==> src/hw/rtl/fsst_pkg.sv <==
// Shared types and constants for the frame slot status tracker.
// No dependencies; used by every RTL file of the block except fsst_ram.
`default_nettype none

package fsst_pkg;

  localparam int SLOTS   = 16;
  localparam int SLOT_AW = (SLOTS > 1) ? $clog2(SLOTS) : 1;

  localparam int MODE_W     = 2;
  localparam int SLOT_W     = 4;
  localparam int STATUS_W   = 3;
  localparam int INDEX_W    = 8;
  localparam int WKC_W      = 16;
  localparam int KIND_W     = 2;
  localparam int COUNT_W    = 16;
  localparam int IN_DATA_W  = 56;
  localparam int OUT_DATA_W = 40;

  typedef logic [MODE_W-1:0]   mode_t;
  typedef logic [STATUS_W-1:0] status_t;
  typedef logic [KIND_W-1:0]   kind_t;

  localparam mode_t MODE_ALLOC = 2'd0;
  localparam mode_t MODE_SET   = 2'd1;
  localparam mode_t MODE_XMIT  = 2'd2;
  localparam mode_t MODE_POLL  = 2'd3;

  localparam status_t ST_EMPTY = 3'd0;
  localparam status_t ST_ALLOC = 3'd1;
  localparam status_t ST_SENT  = 3'd2;
  localparam status_t ST_RCVD  = 3'd3;
  localparam status_t ST_DONE  = 3'd4;

  localparam kind_t KIND_WKC   = 2'd0;
  localparam kind_t KIND_NONE  = 2'd1;
  localparam kind_t KIND_OTHER = 2'd2;

  typedef enum logic [1:0] {
    S_IDLE,
    S_LOOK,
    S_MATCH,
    S_WKC
  } state_t;

  typedef enum logic [3:0] {
    OP_NONE,
    OP_ALLOC,
    OP_SET,
    OP_XMIT,
    OP_POLL_RCVD,
    OP_POLL_NONE,
    OP_POLL_OTHER,
    OP_POLL_SELF,
    OP_POLL_COUNT,
    OP_MATCH,
    OP_WKC_OUT
  } op_t;

  typedef struct packed {
    logic capture;
    logic rd_fidx;
    op_t  op;
  } dp_cmd_t;

  typedef struct packed {
    mode_t mode;
    logic  rcvd_hit;
    logic  present;
    logic  is_ecat;
    logic  self_hit;
    logic  out_busy;
  } dp_stat_t;

endpackage

`default_nettype wire

==> src/hw/rtl/fsst_ram.sv <==
// Generic single-write, single-read RAM with registered read data.
// No dependencies.
`default_nettype none

module fsst_ram #(
  parameter int WIDTH = 16,
  parameter int DEPTH = 16
) (
  input  logic                     clk,
  input  logic                     we,
  input  logic [$clog2(DEPTH)-1:0] waddr,
  input  logic [WIDTH-1:0]         wdata,
  input  logic [$clog2(DEPTH)-1:0] raddr,
  output logic [WIDTH-1:0]         rdata
);

  logic [WIDTH-1:0] mem_r [DEPTH];
  logic [WIDTH-1:0] rdata_r;

  always_ff @(posedge clk) begin
    if (we) begin
      mem_r[waddr] <= wdata;
    end
    rdata_r <= mem_r[raddr];
  end

  assign rdata = rdata_r;

endmodule

`default_nettype wire

==> src/hw/rtl/fsst_datapath.sv <==
// Datapath: request registers, slot status file, round-robin allocator,
// frame counter, working-counter RAM and result register. Uses fsst_pkg, fsst_ram.
`default_nettype none

module fsst_datapath (
  input  logic                               clk,
  input  logic                               rst_n,
  input  fsst_pkg::dp_cmd_t                  cmd,
  output fsst_pkg::dp_stat_t                 stat,
  input  logic [fsst_pkg::IN_DATA_W-1:0]     in_tdata,
  input  fsst_pkg::mode_t                    in_tuser,
  output logic                               out_tvalid,
  input  logic                               out_tready,
  output logic [fsst_pkg::OUT_DATA_W-1:0]    out_tdata,
  output fsst_pkg::kind_t                    out_tuser
);

  localparam int AW = fsst_pkg::SLOT_AW;

  fsst_pkg::mode_t                   mode_r;
  logic [fsst_pkg::SLOT_W-1:0]       slot_r;
  fsst_pkg::status_t                 new_status_r;
  logic                              send_ok_r;
  logic                              present_r;
  logic                              ecat_r;
  logic [fsst_pkg::INDEX_W-1:0]      fidx_r;
  logic [fsst_pkg::WKC_W-1:0]        fwkc_r;

  fsst_pkg::status_t                 status_r [fsst_pkg::SLOTS];
  logic [AW-1:0]                     last_r, last_nxt;
  logic [fsst_pkg::COUNT_W-1:0]      cnt_r, cnt_nxt;

  logic                              out_tvalid_r, out_tvalid_nxt;
  logic [fsst_pkg::SLOT_W-1:0]       given_r, given_nxt;
  fsst_pkg::kind_t                   kind_r, kind_nxt;
  logic [fsst_pkg::WKC_W-1:0]        wkc_r, wkc_nxt;
  logic                              failed_r, failed_nxt;
  logic [fsst_pkg::COUNT_W-1:0]      frames_r;

  logic                              slot_ok, fidx_ok, rd_ok;
  logic [AW-1:0]                     slot_a, fidx_a, rd_a;
  fsst_pkg::status_t                 rd_status;
  logic                              hi_found, lo_found;
  logic [AW-1:0]                     hi_pick, lo_pick, next_a, given;
  logic                              st_we, ram_we, load;
  logic [AW-1:0]                     st_wa, ram_wa;
  fsst_pkg::status_t                 st_wd;
  logic [fsst_pkg::WKC_W-1:0]        ram_rdata;

  assign slot_ok = ({5'd0, slot_r} < 9'(fsst_pkg::SLOTS));
  assign fidx_ok = ({1'b0, fidx_r} < 9'(fsst_pkg::SLOTS));
  assign slot_a  = AW'(slot_r);
  assign fidx_a  = AW'(fidx_r);
  assign rd_a    = cmd.rd_fidx ? fidx_a : slot_a;
  assign rd_ok   = cmd.rd_fidx ? fidx_ok : slot_ok;
  assign rd_status = rd_ok ? status_r[rd_a] : fsst_pkg::ST_EMPTY;

  assign stat.mode     = mode_r;
  assign stat.rcvd_hit = slot_ok && (rd_status == fsst_pkg::ST_RCVD);
  assign stat.present  = present_r;
  assign stat.is_ecat  = ecat_r;
  assign stat.self_hit = slot_ok && (fidx_r == {4'd0, slot_r});
  assign stat.out_busy = out_tvalid_r && !out_tready;

  // round-robin search: first empty slot above last_r, else lowest empty, else the slot after last_r
  always_comb begin
    hi_found = 1'b0;
    lo_found = 1'b0;
    hi_pick  = '0;
    lo_pick  = '0;
    for (int i = fsst_pkg::SLOTS - 1; i >= 0; i--) begin
      if (status_r[i] == fsst_pkg::ST_EMPTY) begin
        lo_found = 1'b1;
        lo_pick  = AW'(i);
        if (AW'(i) > last_r) begin
          hi_found = 1'b1;
          hi_pick  = AW'(i);
        end
      end
    end
    next_a = (last_r == AW'(fsst_pkg::SLOTS - 1)) ? '0 : last_r + 1'b1;
    given  = hi_found ? hi_pick : (lo_found ? lo_pick : next_a);
  end

  always_comb begin
    st_we      = 1'b0;
    st_wa      = slot_a;
    st_wd      = fsst_pkg::ST_EMPTY;
    ram_we     = 1'b0;
    ram_wa     = slot_a;
    last_nxt   = last_r;
    cnt_nxt    = cnt_r;
    load       = 1'b0;
    given_nxt  = '0;
    kind_nxt   = fsst_pkg::KIND_WKC;
    wkc_nxt    = '0;
    failed_nxt = 1'b0;
    case (cmd.op)
      fsst_pkg::OP_ALLOC: begin
        st_we     = 1'b1;
        st_wa     = given;
        st_wd     = fsst_pkg::ST_ALLOC;
        last_nxt  = given;
        load      = 1'b1;
        given_nxt = fsst_pkg::SLOT_W'(given);
      end
      fsst_pkg::OP_SET: begin
        st_we = slot_ok;
        st_wd = new_status_r;
        load  = 1'b1;
      end
      fsst_pkg::OP_XMIT: begin
        st_we      = slot_ok;
        st_wd      = send_ok_r ? fsst_pkg::ST_SENT : fsst_pkg::ST_EMPTY;
        failed_nxt = slot_ok && !send_ok_r;
        load       = 1'b1;
      end
      fsst_pkg::OP_POLL_RCVD: begin
        st_we = 1'b1;
        st_wd = fsst_pkg::ST_DONE;
      end
      fsst_pkg::OP_POLL_NONE: begin
        load     = 1'b1;
        kind_nxt = fsst_pkg::KIND_NONE;
      end
      fsst_pkg::OP_POLL_OTHER: begin
        load     = 1'b1;
        kind_nxt = fsst_pkg::KIND_OTHER;
      end
      fsst_pkg::OP_POLL_SELF: begin
        cnt_nxt = cnt_r + 1'b1;
        st_we   = 1'b1;
        st_wd   = fsst_pkg::ST_DONE;
        ram_we  = 1'b1;
        load    = 1'b1;
        wkc_nxt = fwkc_r;
      end
      fsst_pkg::OP_POLL_COUNT: begin
        cnt_nxt = cnt_r + 1'b1;
      end
      fsst_pkg::OP_MATCH: begin
        if (rd_ok && (rd_status == fsst_pkg::ST_SENT)) begin
          st_we  = 1'b1;
          st_wa  = fidx_a;
          st_wd  = fsst_pkg::ST_RCVD;
          ram_we = 1'b1;
          ram_wa = fidx_a;
        end
        load     = 1'b1;
        kind_nxt = fsst_pkg::KIND_OTHER;
      end
      fsst_pkg::OP_WKC_OUT: begin
        load    = 1'b1;
        wkc_nxt = ram_rdata;
      end
      default: begin
      end
    endcase
  end

  assign out_tvalid_nxt = load || (out_tvalid_r && !out_tready);

  always_ff @(posedge clk) begin
    if (cmd.capture) begin
      mode_r       <= in_tuser;
      slot_r       <= in_tdata[3:0];
      new_status_r <= in_tdata[6:4];
      send_ok_r    <= in_tdata[7];
      present_r    <= in_tdata[8];
      ecat_r       <= in_tdata[9];
      fidx_r       <= in_tdata[17:10];
      fwkc_r       <= in_tdata[33:18];
    end
    if (load) begin
      given_r  <= given_nxt;
      kind_r   <= kind_nxt;
      wkc_r    <= wkc_nxt;
      failed_r <= failed_nxt;
      frames_r <= cnt_nxt;
    end
  end

  always_ff @(posedge clk) begin
    if (!rst_n) begin
      for (int i = 0; i < fsst_pkg::SLOTS; i++) begin
        status_r[i] <= fsst_pkg::ST_EMPTY;
      end
      last_r       <= '0;
      cnt_r        <= '0;
      out_tvalid_r <= 1'b0;
    end else begin
      if (st_we) begin
        status_r[st_wa] <= st_wd;
      end
      last_r       <= last_nxt;
      cnt_r        <= cnt_nxt;
      out_tvalid_r <= out_tvalid_nxt;
    end
  end

  fsst_ram #(
    .WIDTH (fsst_pkg::WKC_W),
    .DEPTH (fsst_pkg::SLOTS)
  ) u_wkc_ram (
    .clk   (clk),
    .we    (ram_we),
    .waddr (ram_wa),
    .wdata (fwkc_r),
    .raddr (slot_a),
    .rdata (ram_rdata)
  );

  assign out_tvalid = out_tvalid_r;
  assign out_tdata  = {3'd0, frames_r, failed_r, wkc_r, given_r};
  assign out_tuser  = kind_r;

endmodule

`default_nettype wire

==> src/hw/rtl/fsst_ctrl.sv <==
// Controller state machine: sequences each request through lookup,
// optional index match and stored working-counter read. Uses fsst_pkg.
`default_nettype none

module fsst_ctrl (
  input  logic               clk,
  input  logic               rst_n,
  input  logic               in_tvalid,
  output logic               in_tready,
  input  fsst_pkg::dp_stat_t stat,
  output fsst_pkg::dp_cmd_t  cmd
);

  fsst_pkg::state_t state_r, state_nxt;

  always_ff @(posedge clk) begin
    if (!rst_n) begin
      state_r <= fsst_pkg::S_IDLE;
    end else begin
      state_r <= state_nxt;
    end
  end

  always_comb begin
    state_nxt   = state_r;
    in_tready   = 1'b0;
    cmd.capture = 1'b0;
    cmd.rd_fidx = 1'b0;
    cmd.op      = fsst_pkg::OP_NONE;
    case (state_r)
      fsst_pkg::S_IDLE: begin
        in_tready = 1'b1;
        if (in_tvalid) begin
          cmd.capture = 1'b1;
          state_nxt   = fsst_pkg::S_LOOK;
        end
      end
      fsst_pkg::S_LOOK: begin
        // hold until the result register is free
        if (!stat.out_busy) begin
          state_nxt = fsst_pkg::S_IDLE;
          case (stat.mode)
            fsst_pkg::MODE_ALLOC: cmd.op = fsst_pkg::OP_ALLOC;
            fsst_pkg::MODE_SET:   cmd.op = fsst_pkg::OP_SET;
            fsst_pkg::MODE_XMIT:  cmd.op = fsst_pkg::OP_XMIT;
            fsst_pkg::MODE_POLL: begin
              if (stat.rcvd_hit) begin
                cmd.op    = fsst_pkg::OP_POLL_RCVD;
                state_nxt = fsst_pkg::S_WKC;
              end else if (!stat.present) begin
                cmd.op = fsst_pkg::OP_POLL_NONE;
              end else if (!stat.is_ecat) begin
                cmd.op = fsst_pkg::OP_POLL_OTHER;
              end else if (stat.self_hit) begin
                cmd.op = fsst_pkg::OP_POLL_SELF;
              end else begin
                cmd.op    = fsst_pkg::OP_POLL_COUNT;
                state_nxt = fsst_pkg::S_MATCH;
              end
            end
            default: cmd.op = fsst_pkg::OP_NONE;
          endcase
        end
      end
      fsst_pkg::S_MATCH: begin
        cmd.rd_fidx = 1'b1;
        cmd.op      = fsst_pkg::OP_MATCH;
        state_nxt   = fsst_pkg::S_IDLE;
      end
      fsst_pkg::S_WKC: begin
        cmd.op    = fsst_pkg::OP_WKC_OUT;
        state_nxt = fsst_pkg::S_IDLE;
      end
      default: state_nxt = fsst_pkg::S_IDLE;
    endcase
  end

endmodule

`default_nettype wire

==> src/hw/rtl/frame_slot_status_tracker.sv <==
// Frame slot status tracker: allocates, updates and polls frame slots
// one request at a time, with one result per request. Each request passes
// through accept and then a slot status lookup that also updates state and
// loads the result; a poll adds a further step when it returns a stored
// working counter (registered read of the working-counter RAM) or offers the
// frame to another waiting slot (a second status lookup at the frame's index).
// A finished result waits in the output register while the next request is
// taken. The status file clears at reset; the working-counter RAM is not
// cleared. Uses fsst_pkg, fsst_ctrl, fsst_datapath.
`default_nettype none

module frame_slot_status_tracker (
  input  logic                            clk,
  input  logic                            rst_n,
  input  logic                            in_tvalid,
  output logic                            in_tready,
  // slot[3:0] new_status[6:4] send_ok[7] frame_present[8] frame_is_ecat[9]
  // frame_index[17:10] frame_wkc[33:18] frame_source_word[49:34]
  input  logic [fsst_pkg::IN_DATA_W-1:0]  in_tdata,
  // mode[1:0]
  input  fsst_pkg::mode_t                 in_tuser,
  output logic                            out_tvalid,
  input  logic                            out_tready,
  // given_slot[3:0] working_count[19:4] send_failed[20] frames_seen[36:21]
  output logic [fsst_pkg::OUT_DATA_W-1:0] out_tdata,
  // reply_kind[1:0]
  output fsst_pkg::kind_t                 out_tuser
);

  fsst_pkg::dp_cmd_t  cmd;
  fsst_pkg::dp_stat_t stat;

  fsst_ctrl u_ctrl (
    .clk       (clk),
    .rst_n     (rst_n),
    .in_tvalid (in_tvalid),
    .in_tready (in_tready),
    .stat      (stat),
    .cmd       (cmd)
  );

  fsst_datapath u_dp (
    .clk        (clk),
    .rst_n      (rst_n),
    .cmd        (cmd),
    .stat       (stat),
    .in_tdata   (in_tdata),
    .in_tuser   (in_tuser),
    .out_tvalid (out_tvalid),
    .out_tready (out_tready),
    .out_tdata  (out_tdata),
    .out_tuser  (out_tuser)
  );

endmodule

`default_nettype wire

==> config.mk <==
export PLATFORM = sky130hd
export DESIGN_NAME = frame_slot_status_tracker
export DESIGN_NICKNAME = d
export VERILOG_FILES = /design/src/hw/rtl/fsst_pkg.sv /design/src/hw/rtl/fsst_ram.sv /design/src/hw/rtl/fsst_datapath.sv /design/src/hw/rtl/fsst_ctrl.sv /design/src/hw/rtl/frame_slot_status_tracker.sv
export SDC_FILE = /design/constraint.sdc
export NUM_CORES = 1
export LEC_CHECK = 0
export BUFFER_PORTS_ARGS = -buffer_cell sky130_fd_sc_hd__clkbuf_2
export CORE_UTILIZATION = 53
export DETAILED_ROUTE_END_ITERATION = 16
export HOLD_SLACK_MARGIN = 0.12
export PLACE_DENSITY = 0.84
export SLEW_MARGIN = 20
export SYNTH_ARGS = -nofsm -noshare
export SYNTH_HDL_FRONTEND = slang
export SYNTH_HIERARCHICAL = 1
export SYNTH_SLANG_ARGS = --single-unit
==> constraint.sdc <==
create_clock -name clk -period 6 [get_ports clk]
set_input_delay 1.2 -clock clk [delete_from_list [all_inputs] [get_ports clk]]
set_output_delay 1.2 -clock clk [all_outputs]
set_load 0.03 [all_outputs]
# Yosys cells after proc, flatten, opt, wreduce, memory -nomap -nowiden
# Memories as Yosys holds them, arrays and structs flattened. A register that Yosys moved wholly into a read port is not among the register bits.
# Cells that the tools add are included.
[totals] reg_bits=98 elab_cells=234 ram_bits=304 n_memories=2
[memory_table] memory="u_dp.u_wkc_ram.mem_r" words=16 width=16 rd=1 rd_ports_with_merged_regs=1 write_ports=1 line="fsst_ram.sv:17" text="logic [WIDTH-1:0] mem_r [DEPTH];"
[memory_table] memory="u_dp.status_r" words=16 width=3 rd=17 rd_ports_with_merged_regs=0 write_ports=16 line="fsst_datapath.sv:29" text="fsst_pkg::status_t status_r [fsst_pkg::SLOTS];"
[op_classes] n_eq_ne=22 n_mux=143 magnitude_cmp=17 add_sub_neg=2 reduce_logical=31
[op_table] op="4-bit 2-to-1 mux" count=60
[op_table] op="1-bit 2-to-1 mux" count=62
[op_table] op="3-bit zero test" count=16
[op_table] op="4-bit > comparator, first input constant" count=8
[op_table] op="16-bit case mux with 2 select lines" count=1
[op_table] op="2-bit 2-to-1 mux" count=9
[op_table] op="16-bit by 1-bit adder with 16-bit output, second input constant" count=1
[op_table] op="4-bit by 3-bit equality test with 1-bit output, second input constant" count=4
[op_table] op="4-bit equality test, second input constant" count=4
[op_table] op="3-bit by 4-bit > comparator with 1-bit output, first input constant" count=4
[op_table] op="16-bit 2-to-1 mux" count=1
[op_table] op="4-bit case mux with 4 select lines" count=1
[op_table] op="3-bit case mux with 5 select lines" count=1
[op_table] op="4-bit case mux with 3 select lines" count=1
[op_table] op="2-bit equality test, second input constant" count=4
[op_table] op="4-bit by 2-bit equality test with 1-bit output, second input constant" count=2
[op_table] op="8-bit by 4-bit equality test with 1-bit output" count=1
[op_table] op="1-bit by 4-bit > comparator with 1-bit output, first input constant" count=2
[op_table] op="2-bit by 4-bit > comparator with 1-bit output, first input constant" count=2
[op_table] op="8-bit by 5-bit less-than comparator with 1-bit output, second input constant" count=1
[op_table] op="4-bit case mux with 2 select lines" count=1
[op_table] op="2-bit OR reduction" count=4
[op_table] op="8-bit OR reduction" count=1
[op_table] op="3-bit by 2-bit equality test with 1-bit output, second input constant" count=2
[op_table] op="15 further kinds" count=22

# Logic depth before layout (Yosys ltp)
# Gate-level depths: netlist of run 1.
[logic_depth] ltp_word=36 depth_mapped=20 ltp_nobuf=17

# Modules after synthesis
# Netlist of run 1, hierarchy kept.
[by_module_without_submodules] mod="fsst_ram" seq_area_each_um2=8007.7 n_inst=1 cells_per_inst=432 area_each_um2=10042.1
[by_module_without_submodules] mod="fsst_datapath" seq_area_each_um2=4113.9 n_inst=1 cells_per_inst=579 area_each_um2=7088.0
[by_module_without_submodules] mod="fsst_ctrl" seq_area_each_um2=40.0 n_inst=1 cells_per_inst=29 area_each_um2=210.2

# Least setup slack after synthesis of run 1
# Ideal clock, no wire load.
[synth_timing] path_type="register -> register" startpoint="register u_ctrl.state_r[0]" endpoint="memory u_dp.u_wkc_ram.mem_r[0][0] (enable)" setup_time_ns=0.409 n_path_buf=3 synth_period_minus_slack_ns=6.219 path_stages_with_launch=18 path_slack_ns=-0.219 arrival_ns=5.810 t_required_ns=5.591 cell_sequence="dfxtp_1 -> and2b_2 -> mux2_4 -> buf_6 -> mux2i_1 -> mux4_2 -> o221ai_4 -> nor2_1 -> nor3b_1 -> a41o_2 -> clkbuf_1 -> inv_1 -> or3_1 -> nor3_2 -> buf_2 -> mux2_2 -> or3b_2 -> nor3_1"
[synth_lines] item="from (decl)" line="fsst_ctrl.sv:14" text="fsst_pkg::state_t state_r, state_nxt;"
[synth_lines] item="from (signal assigned)" line="fsst_ctrl.sv:18" text="state_r <= fsst_pkg::S_IDLE;"
[synth_lines] item="from (signal assigned)" line="fsst_ctrl.sv:20" text="state_r <= state_nxt;"
[synth_lines] item="to (decl)" line="fsst_ram.sv:17"

==> results.toml, run 1 <==
[worst_setup_path]
cp_slowest_cell = "or3b_2"
endpoint_kind = "flop"
cp_top_family = "simple AND/OR/NAND/NOR gates"
cp_max_fo = 16
crit_required_ns = 6.22
path_cells = "and2b_2, mux2_4, mux2i_1, mux4_2, o221ai_4, nor2_1, nor3b_1, a41o_2, inv_1, or3_1, nor3_4, mux2_2, or3b_2, nor2_2, buf_4"
crit_type = "reg2reg"
start_kind = "flop"
worstPathBufferInverterCount = 2
worstPathArrival_ns = 5.97
critPathMaxStageDelay_ns = 0.58

[placement]
dp_hpwl_um = 23500
globalplace.congestion = 0.872
io_buffers = 80
place_ws_ns = 0.163

[clock_tree]
clock_latency_ns = 0.57
cts_made_buffers = 42
holdBufCountCts = 0
clock_sinks = 418
cts_max_path_buffers = 3
clk_pin_slew_worst_paths_ns = 0.06
root_buffer = "clkbuf_16"
cts_tree = "done"
h-tree-depth = 2

[sta]
grt_setup_unrepaired = "no"
finalCriticalPeriod_ns = 5.75
max_freq_mhz = 174
hold_violations = 0
fin_skew_ns = 0.0369
fin_setup_tns_ns = 0
worstMarginPinSlew_ns = 1.09
setup-violations-final = 0
fin_crit_sh_pct = 95.8
maxSlewHeadroom_pct = 27.3
slew_violations = 0
layout_setup_ws_ns = 0.251

[routing]
route.detailed.wl_per_inst_um = 24.0
drtAntennaViolNets = 0
wl_um = 38900
via_count = 10190
drt-initial-drc-count = 1177
routed_via_density = 6.29
drc_errors = 0
firstDrtPassIters = 5

[yosys]
synth.area.top_cells = "edfxtp_1 (66%), mux4_2 (7.5%), dfxtp_1 (4.5%)"
yosysWarnings = 6
synth.ff_latch_count = 418
ys_seq_area_share_pct = 70.1
synth_top_area_share_pct = 65.6
syn_area_per_cell_um2 = 16.7
synthAdderAreaFrac_pct = 0.361
synthesis.area_um2 = 17300
synth_top_family_by_area = "multiplexers"
synth_top_area_cell = "edfxtp_1"
synthMuxAreaShare_pct = 10.3
synth_common_cells = "edfxtp_1 (379), mux4_2 (58), nand2_1 (51), nor4_1 (47), nor2_1 (40)"
ys_types = 86
syn_inst = 1040
synth_edf_count = 379
yosys.area_share.simple_pct = 8.38
yosysMostFrequentCell = "edfxtp_1"
synth_compound_area_share_pct = 7.59
ys.flop_type = "edfxtp_1"
synthArstFlopShare_pct = 0
synthXorXnorAreaFrac_pct = 1.01

[floorplan]
io_pins = 106
dieHeight_um = 183
core_um2 = 31900
num_rows = 65
start_util_pct = 54.4
fp.dieArea_um2 = 33400
dieWidth_um = 183

[grt]
antenna_found_initial = 1
grt_max_degree = 69
grt-ovfl-total = 0
grt_usage_pct = 23.6
grt_pass1_vias = 10089
grt_pass1_wl_um = 58800

[pwr]
p_leak_nw = 6.63
powerDensity_nw_per_um2 = 326
power_mw = 6.47
vdd_drop_max_uv = 229

[layout]
nets = 1218
drive_gt1_share_pct = 25.8
area_growth_pct = 14.4

[status]
status = "finished, final reports clean"

[hold_path]
holdCritPathClass = "reg2reg"

[job]
cap_violations = 0
-- metal layers --
layer	part of all wire, %	track usage, %	up-vias
li1	-	-	4436
met1	39	30.5	5064
met2	50	39.9	581
met3	8.2	3.87	109
met4	3.5	9.83	0
met5	0	0	-
-- layout make-up --
cell class                 count  area (um^2)
antenna                        1         2.50
clock buffer                  48         1080
clock inverter                29          328
fill                        2186        12000
inverter                      14         52.6
multi-input combinational    548         4880
sequential                   418        12200
tap                          435          544
timing repair buffer         127          778
-- flip-flops by register name (all words and copies together) (netlist names), 2 cells and up --
register,count
u_dp/u_wkc_ram/rdata,16
u_dp/given_r,4
u_dp/last_r,4
u_dp/out_tuser,2
u_dp/fidx_r,8
u_dp/frames_r,16
u_dp/u_wkc_ram/mem_r,256
u_dp/wkc_r,16
u_dp/fwkc_r,16
u_dp/status_r,48
u_dp/new_status_r,3
u_dp/slot_a,4
u_ctrl/state_r,2
u_dp/mode_r,2
u_dp/cnt_r,16
-- cell families (layout without fill, tap and decap cells) --
logic type | Yosys count | after routing
adder cells (fa/ha/maj) | 5 | 5
XOR/XNOR | 20 | 20
flip-flops | 418 | 418
buffers and inverters | 76 | 218
AO/OA/AOI/OAI | 168 | 168
other | 1 | 4
AND/OR/NAND/NOR | 265 | 265
multiplexers | 87 | 87
-- what timing repair did --
item	in CTS	in global routing
gates resized for setup	0	1
buffers inserted	0	0
setup endpoints to repair	0	16
hold endpoints to repair	0	0
-- where the power goes --
part           leakage (nW)  internal, mW  switching [mW]
clock network         0.674          1.50            1.12
registers              3.83          3.27          0.0718
logic                  2.13         0.168           0.336
-- stage by stage --
| step | hold WS (ns) | cells | instance area [um^2] | utilization (%) |
|---|---|---|---|---|
| floorplan | 0.491 | 1042 | 17400 | - |
| global route | 0.557 | 1619 | 19800 | 62.2 |
| CTS | 0.524 | 1619 | 19800 | 62.2 |
| detailed placement | 0.515 | 1542 | 18400 | 57.7 |
| finish | 0.544 | 1620 | 19800 | 62.2 |
| global placement | 0.512 | 1542 | 18400 | 57.7 |
-- cell usage in the layout (no fill, tap or decap), types with 4 or more instances in the layout --
cell type and instances:
edfxtp_1 379, clkbuf_2 80, mux4_2 58, nand2_1 51, nor4_1 47, buf_4 45, clkbuf_16 42, dfxtp_1 39
a22oi_1 35, nor2_1 28, nand2b_1 24, and2_1 21, o31ai_1 20, o21ai_0 16, a22o_1 16, nor3_1 16
xnor2_1 16, nand3_1 15, inv_1 14, a21oi_1 14, mux2i_1 12, nor2_2 11, nor2b_1 11, mux4_1 10
clkinv_2 7, clkinv_1 7, nand4_1 7, a31oi_1 6, or3_1 6, clkinvlp_4 5, clkbuf_1 5, o211ai_1 5
nor3_2 5, mux2_2 5, ha_1 5, bufinv_16 4, xor2_1 4, nor4_2 4
-- worst paths after layout --
kind / depth (start not counted) / to / slack (ns) / from
worst max-delay path: 15 / u_dp/u_wkc_ram/mem_r[2][2] / 0.25 / u_ctrl/state_r[0]
worst min-delay path: 1 / u_dp/wkc_r[8] / 0.54 / u_dp/u_wkc_ram/rdata[8]
worst max register to register: 15 / u_dp/u_wkc_ram/mem_r[2][2] / 0.25 / u_ctrl/state_r[0]
worst min register to register: 1 / u_dp/wkc_r[8] / 0.54 / u_dp/u_wkc_ram/rdata[8]
(Power assumes the default switching activity.)
==> inputs of run 2 (changes only) <==
- CORE_UTILIZATION: 53 -> 55
- PLACE_DENSITY: 0.84 -> 0.86
- SYNTH_HIERARCHICAL: 1 -> default
==> run 2 against run 1 <==
Effect of this change:
- maximum frequency up 8.4%
- flip-flop and latch count unchanged
- setup slack better by 0.45 ns
- critical path depth down 4
- core utilization up 1.4 points
- hold slack worse by 0.090 ns
- clock-buffer cell count up 6
- synthesized area up 2.6%
- cell count down 1.7%
- critical path type unchanged
- largest cell class unchanged
- highest routed layer unchanged
==> results.toml, run 2 <==
[floorplan]
fp.dieArea_um2 = 33100
num_rows = 65
start_util_pct = 56.1
dieWidth_um = 182
dieHeight_um = 182
core_um2 = 31700
io_pins = 106

[clock_tree]
cts_tree = "done"
holdBufCountCts = 0
cts_max_path_buffers = 3
post-cts-setup-buffers = 0
cts_resized = 0
h-tree-depth = 2
clk_pin_slew_worst_paths_ns = 0.06
clock_latency_ns = 0.56
cts_made_buffers = 42
clock_sinks = 418
root_buffer = "clkbuf_16"

[layout]
layout_common_cells = "edfxtp_1 (379), mux4_2 (80), clkbuf_2 (80)"
area_growth_pct = 13.5
fin_area_um2 = 20200
diodes = 0
top_regs = "u_dp.u_wkc_ram.mem_r (256), u_dp.status_r (48)"
drive_gt1_share_pct = 27.7
final_common_cell = "edfxtp_1"
largest_reg_flops = 256
nets = 1224
regMostFlops = "u_dp.u_wkc_ram.mem_r"

[placement]
place_area_um2 = 18700
io_buffers = 80
globalplace.congestion = 0.924
dp_hpwl_um = 25500

[routing]
drc_errors = 0
via_count = 10731
wl_um = 42200
drt-initial-drc-count = 1408
routed_via_density = 6.74
drtAntennaViolNets = 0
route.detailed.wl_per_inst_um = 26.5
firstDrtPassIters = 5

[pwr]
vdd_drop_max_uv = 276
powerDensity_nw_per_um2 = 324
p_leak_nw = 6.70

[worst_setup_path]
cp_top_family = "simple AND/OR/NAND/NOR gates"
crit_type = "reg2reg"
crit_required_ns = 6.24
path_cells = "nand2b_1, a21oi_4, mux2_4, a2bb2oi_1, nand3_2, o22ai_4, a221o_1, nor2_2, a32oi_1, nor2_2, buf_4"
cp_slowest_cell = "nor2_2"
start_kind = "flop"
endpoint_kind = "flop"
worstRegToRegCells = 11
worstPathArrival_ns = 5.55
path_depth = 11
cp_max_fo = 15
worstPathBufferInverterCount = 1
crit_top_cell = "nor2_2"
critPathMaxStageDelay_ns = 0.70

[sta]
fin_setup_tns_ns = 0
whs_ns = 0.454
fin_skew_ns = 0.0358
setup-violations-final = 0
grt_setup_unrepaired = "no"
max_freq_mhz = 189
maxSlewHeadroom_pct = 27.4
finalCriticalPeriod_ns = 5.30
slew_violations = 0
fin_crit_sh_pct = 88.4
hold_violations = 0
worstMarginPinSlew_ns = 1.09

[yosys]
synth_top_area_cell = "edfxtp_1"
synth_edf_count = 379
syn_area_per_cell_um2 = 16.7
syn_inst = 1064
yosysWarnings = 0
ys_seq_area_share_pct = 68.4
yosysMostFrequentCell = "edfxtp_1"
synthArstFlopShare_pct = 0
synth.ff_latch_count = 418
ys_types = 87
ys.flop_type = "edfxtp_1"
synth_top_area_share_pct = 64.0
synthesis.area_um2 = 17800
synth_common_cells = "edfxtp_1 (379), mux4_2 (80), nor2_1 (47), nor4_1 (40), dfxtp_1 (39)"
synth.area.top_cells = "edfxtp_1 (64%), mux4_2 (10%), dfxtp_1 (4.4%)"

[grt]
grt_pass1_vias = 10713
grt_usage_pct = 25.8
grt_pass1_wl_um = 63400
grt-ovfl-total = 0
grt_max_degree = 49
antenna_found_initial = 0

[hold_path]
holdCritPathClass = "reg2reg"
worstHoldPathCells = 2

[status]
status = "finished, final reports clean"

[job]
cap_violations = 0
run 2: final cells by class:
class | count | area (um^2)
inverters | 21 | 78.8
fillers | 2128 | 11500
well taps | 402 | 503
clock inverters | 23 | 262
clock buffers | 54 | 1210
multi-input cells | 556 | 5260
flip-flops and latches | 418 | 12200
repair buffers | 118 | 711
run 2: kinds of logic (layout without fill, tap and decap cells):
logic type                 after synthesis  after routing  synth area share (%)
DFF                                    418            418                  68.4
and+or+nand+nor                        244            244                  7.65
AOI/OAI and AO/OA                      190            190                  9.19
muxes                                   93             93                  11.0
buffers and inverters                   92            216                  2.37
xor gates and xnor gates                21             21                  1.03
adders and majority gates                5              5                 0.352
other                                    1              3                0.0211
run 2: layer usage:
layer	routed length, um	up-vias	global-route usage [%]	part of all wire (%)
met3	4040	115	4.63	9.6
met2	20700	678	42.7	49
met4	1350	0	9.73	3.2
met5	0	-	0	0
li1	-	4541	-	-
met1	16000	5397	34.2	38
run 2: through the flow:
stage               worst slack [ns]  total power, mW  instances  util (%)
finish                         0.696             6.54       1592      63.6
global route                   0.587             6.70       1592      63.6
CTS                            0.875             6.55       1592      63.6
detailed placement             0.946             3.85       1515      59.0
global placement                1.14             3.83       1515      59.0
floorplan                       1.61             3.71       1066         -
run 2: worst reg2reg max path: stages (launching register included):
cell	delay [ns]
dfxtp_1	0.62
nand2b_1	0.37
a21oi_4	0.51
mux2_4	0.34
a2bb2oi_1	0.14
nand3_2	0.16
o22ai_4	0.16
a221o_1	0.56
nor2_2	0.70
a32oi_1	0.47
nor2_2	0.62
buf_4	0.37
run 2: report_power, final:
part           leakage (nW)  switching [mW]  internal, mW  total [mW]
sequential             3.85          0.0712          3.25        3.33
clock                 0.727            1.12          1.61        2.74
combinational          2.12           0.311         0.163       0.474
total                  6.70            1.51          5.03        6.54
run 2: final timing paths:
check / slack, ns / end / from
setup / recovery: 0.70 / u_dp.u_wkc_ram.mem_r[8][2] / u_ctrl.state_r[1]
hold / removal: 0.45 / u_dp.cnt_r[10] / u_dp.cnt_r[10]
setup reg to reg: 0.70 / u_dp.u_wkc_ram.mem_r[8][2] / u_ctrl.state_r[1]
hold reg to reg: 0.45 / u_dp.cnt_r[10] / u_dp.cnt_r[10]
==> inputs of run 3 (changes only) <==
- CORE_UTILIZATION: 55 -> 45
- PLACE_DENSITY: 0.86 -> 0.74
==> run 3 against run 2 <==
Effect of this change:
- routed wire length down 4.1%
- setup slack better by 0.20 ns
- combinational power about the same
- core utilization down 11 points
- critical path type unchanged
- largest power group unchanged
==> results.toml, run 3 (synthesis gave the netlist of run 2 again) <==
[layout]
multiInputGateArea_um2 = 5270
area_growth_pct = 14.0
layout_common_cells = "edfxtp_1 (379), mux4_2 (80), clkbuf_2 (80)"
regMostFlops = "u_dp.u_wkc_ram.mem_r"
final_common_cell = "edfxtp_1"
seqCellArea_um2 = 12200
finalNonFillerCells = 1704
n_fill_cell = 3023
nets = 1219
fin_area_um2 = 20300
diodes = 0
largest_reg_flops = 256
drive_gt1_share_pct = 27.3
top_regs = "u_dp.u_wkc_ram.mem_r (256), u_dp.status_r (48)"

[grt]
use_met2_pct = 32.4
antenna_found_initial = 1
grt-ovfl-total = 0
grt_pass1_vias = 10024
busiest_layer = "met2"
met3_usage_pct = 4.45
grt_usage_pct = 20.2
grt_pass1_wl_um = 60700
use_met1_pct = 27.3
grt_max_degree = 66

[clock_tree]
holdBufCountCts = 0
h-tree-depth = 2
cts_made_buffers = 43
clock_sinks = 418
clock_latency_ns = 0.60
cts_max_path_buffers = 3
clk_pin_slew_worst_paths_ns = 0.06
root_buffer = "clkbuf_16"
cts_tree = "done"
cts_resized = 0
post-cts-setup-buffers = 0

[floorplan]
start_util_pct = 45.8
core_um2 = 38800
io_pins = 106
fp.dieArea_um2 = 40300
dieHeight_um = 201
dieWidth_um = 201
num_rows = 72

[hold_path]
holdCritPathClass = "reg2reg"
worstHoldPathCells = 2
holdCritStartpoint = "u_dp.cnt_r[14]"
holdPathEnd = "u_dp.cnt_r[14]"

[worst_setup_path]
worstPathArrival_ns = 5.38
cp_max_fo = 16
endpoint_kind = "flop"
worstRegToRegCells = 11
start_kind = "flop"
r2r_start = "u_ctrl.state_r[1]"
crit_required_ns = 6.28
crit_type = "reg2reg"
r2r_end = "u_dp.u_wkc_ram.mem_r[8][14]"
reg2reg_slack_ns = 0.90

[routing]
drt-initial-drc-count = 878
routed_via_density = 6.05
via_count = 10303
drtAntennaViolNets = 0
firstDrtPassIters = 7
wl_um = 40500
route.detailed.wl_per_inst_um = 23.7
drc_errors = 0

[sta]
finalCriticalPeriod_ns = 5.10
whs_ns = 0.472
grt_setup_unrepaired = "no"
max_freq_mhz = 196
hold_violations = 0
slew_violations = 0
fin_crit_sh_pct = 85.1
fin_setup_tns_ns = 0
worstMarginPinSlew_ns = 1.07
setup-violations-final = 0
fin_skew_ns = 0.0327
maxSlewHeadroom_pct = 28.8

[pwr]
power_mw = 6.49
pwr-share-clk_pct = 41.5
p_seq_share_pct = 51.2
powerDensity_nw_per_um2 = 320
vdd_drop_max_uv = 466
combPwrFrac_pct = 7.3
switchingPower_mw = 1.53
switching_share_pct = 23.6
intPower_mw = 4.96
p_leak_nw = 6.64

[placement]
place_area_um2 = 18800
globalplace.congestion = 0.882
io_buffers = 80
dpl.cell_count = 1625
dp_hpwl_um = 24000

[job]
cap_violations = 0

[status]
status = "finished, final reports clean"
[run 3: cell count changes in the layout (fill, tap and decap cells not counted), sizes merged]
cell / change
buf: -6
bufinv: -1
clkbuf: +4
clkinv: -1
[run 3: area by class of cell]
| class | instances | area share [%] |
|---|---|---|
| Clock buffer | 58 | 5.83 |
| Sequential cell | 418 | 60.0 |
| Inverter | 21 | 0.389 |
| Clock inverter | 21 | 1.28 |
| Timing Repair Buffer | 112 | 3.36 |
| Tap cell | 518 | 3.20 |
| Multi-Input combinational cell | 556 | 26.0 |
[run 3: worst max path at each step]
stage	from	cells after the start	slack [ns]	to
3_5_place_dp	u_ctrl.state_r[1]	11	1.04	u_dp.u_wkc_ram.mem_r[11][7]
5_1_grt	u_ctrl.state_r[1]	11	0.74	u_dp.u_wkc_ram.mem_r[8][14]
6_report	u_ctrl.state_r[1]	11	0.90	u_dp.u_wkc_ram.mem_r[8][14]
3_3_place_gp	u_ctrl.state_r[1]	11	1.17	u_dp.u_wkc_ram.mem_r[11][10]
2_1_floorplan	out_tready	10	1.61	u_dp.u_wkc_ram.mem_r[2][0]
4_1_cts	u_ctrl.state_r[1]	11	1.01	u_dp.u_wkc_ram.mem_r[8][14]
[run 3: layer usage]
layer,up-vias,share of wire [%]
met4,0,2.7
met5,-,0
met3,83,6.6
met2,405,48
met1,5262,43
li1,4553,-
[run 3: stage by stage]
stage	util (%)	setup WS, ns
detailed placement	48.5	1.04
global placement	48.5	1.17
CTS	52.2	1.01
floorplan	-	1.61
global route	52.2	0.736
finish	52.2	0.897
[run 3: worst max-delay path: stages (launching register included)]
cell and delay, ns:
dfxtp_1 0.62, nand2b_1 0.53, a21oi_4 0.61, mux2_4 0.34, a2bb2oi_1 0.14, nand3_2 0.17, o22ai_4 0.16, a221o_1 0.55
nor2_2 0.59, a32oi_1 0.34, nor2_2 0.50, buf_12 0.23
[run 3: power groups by stage]
stage	clock network [mW]	logic (mW)	registers, mW
3_3_place_gp	0	0.466	3.38
6_report	2.69	0.474	3.32
3_5_place_dp	0	0.472	3.38
2_1_floorplan	0	0.317	3.39
5_1_grt	2.85	0.506	3.33
4_1_cts	2.74	0.475	3.32
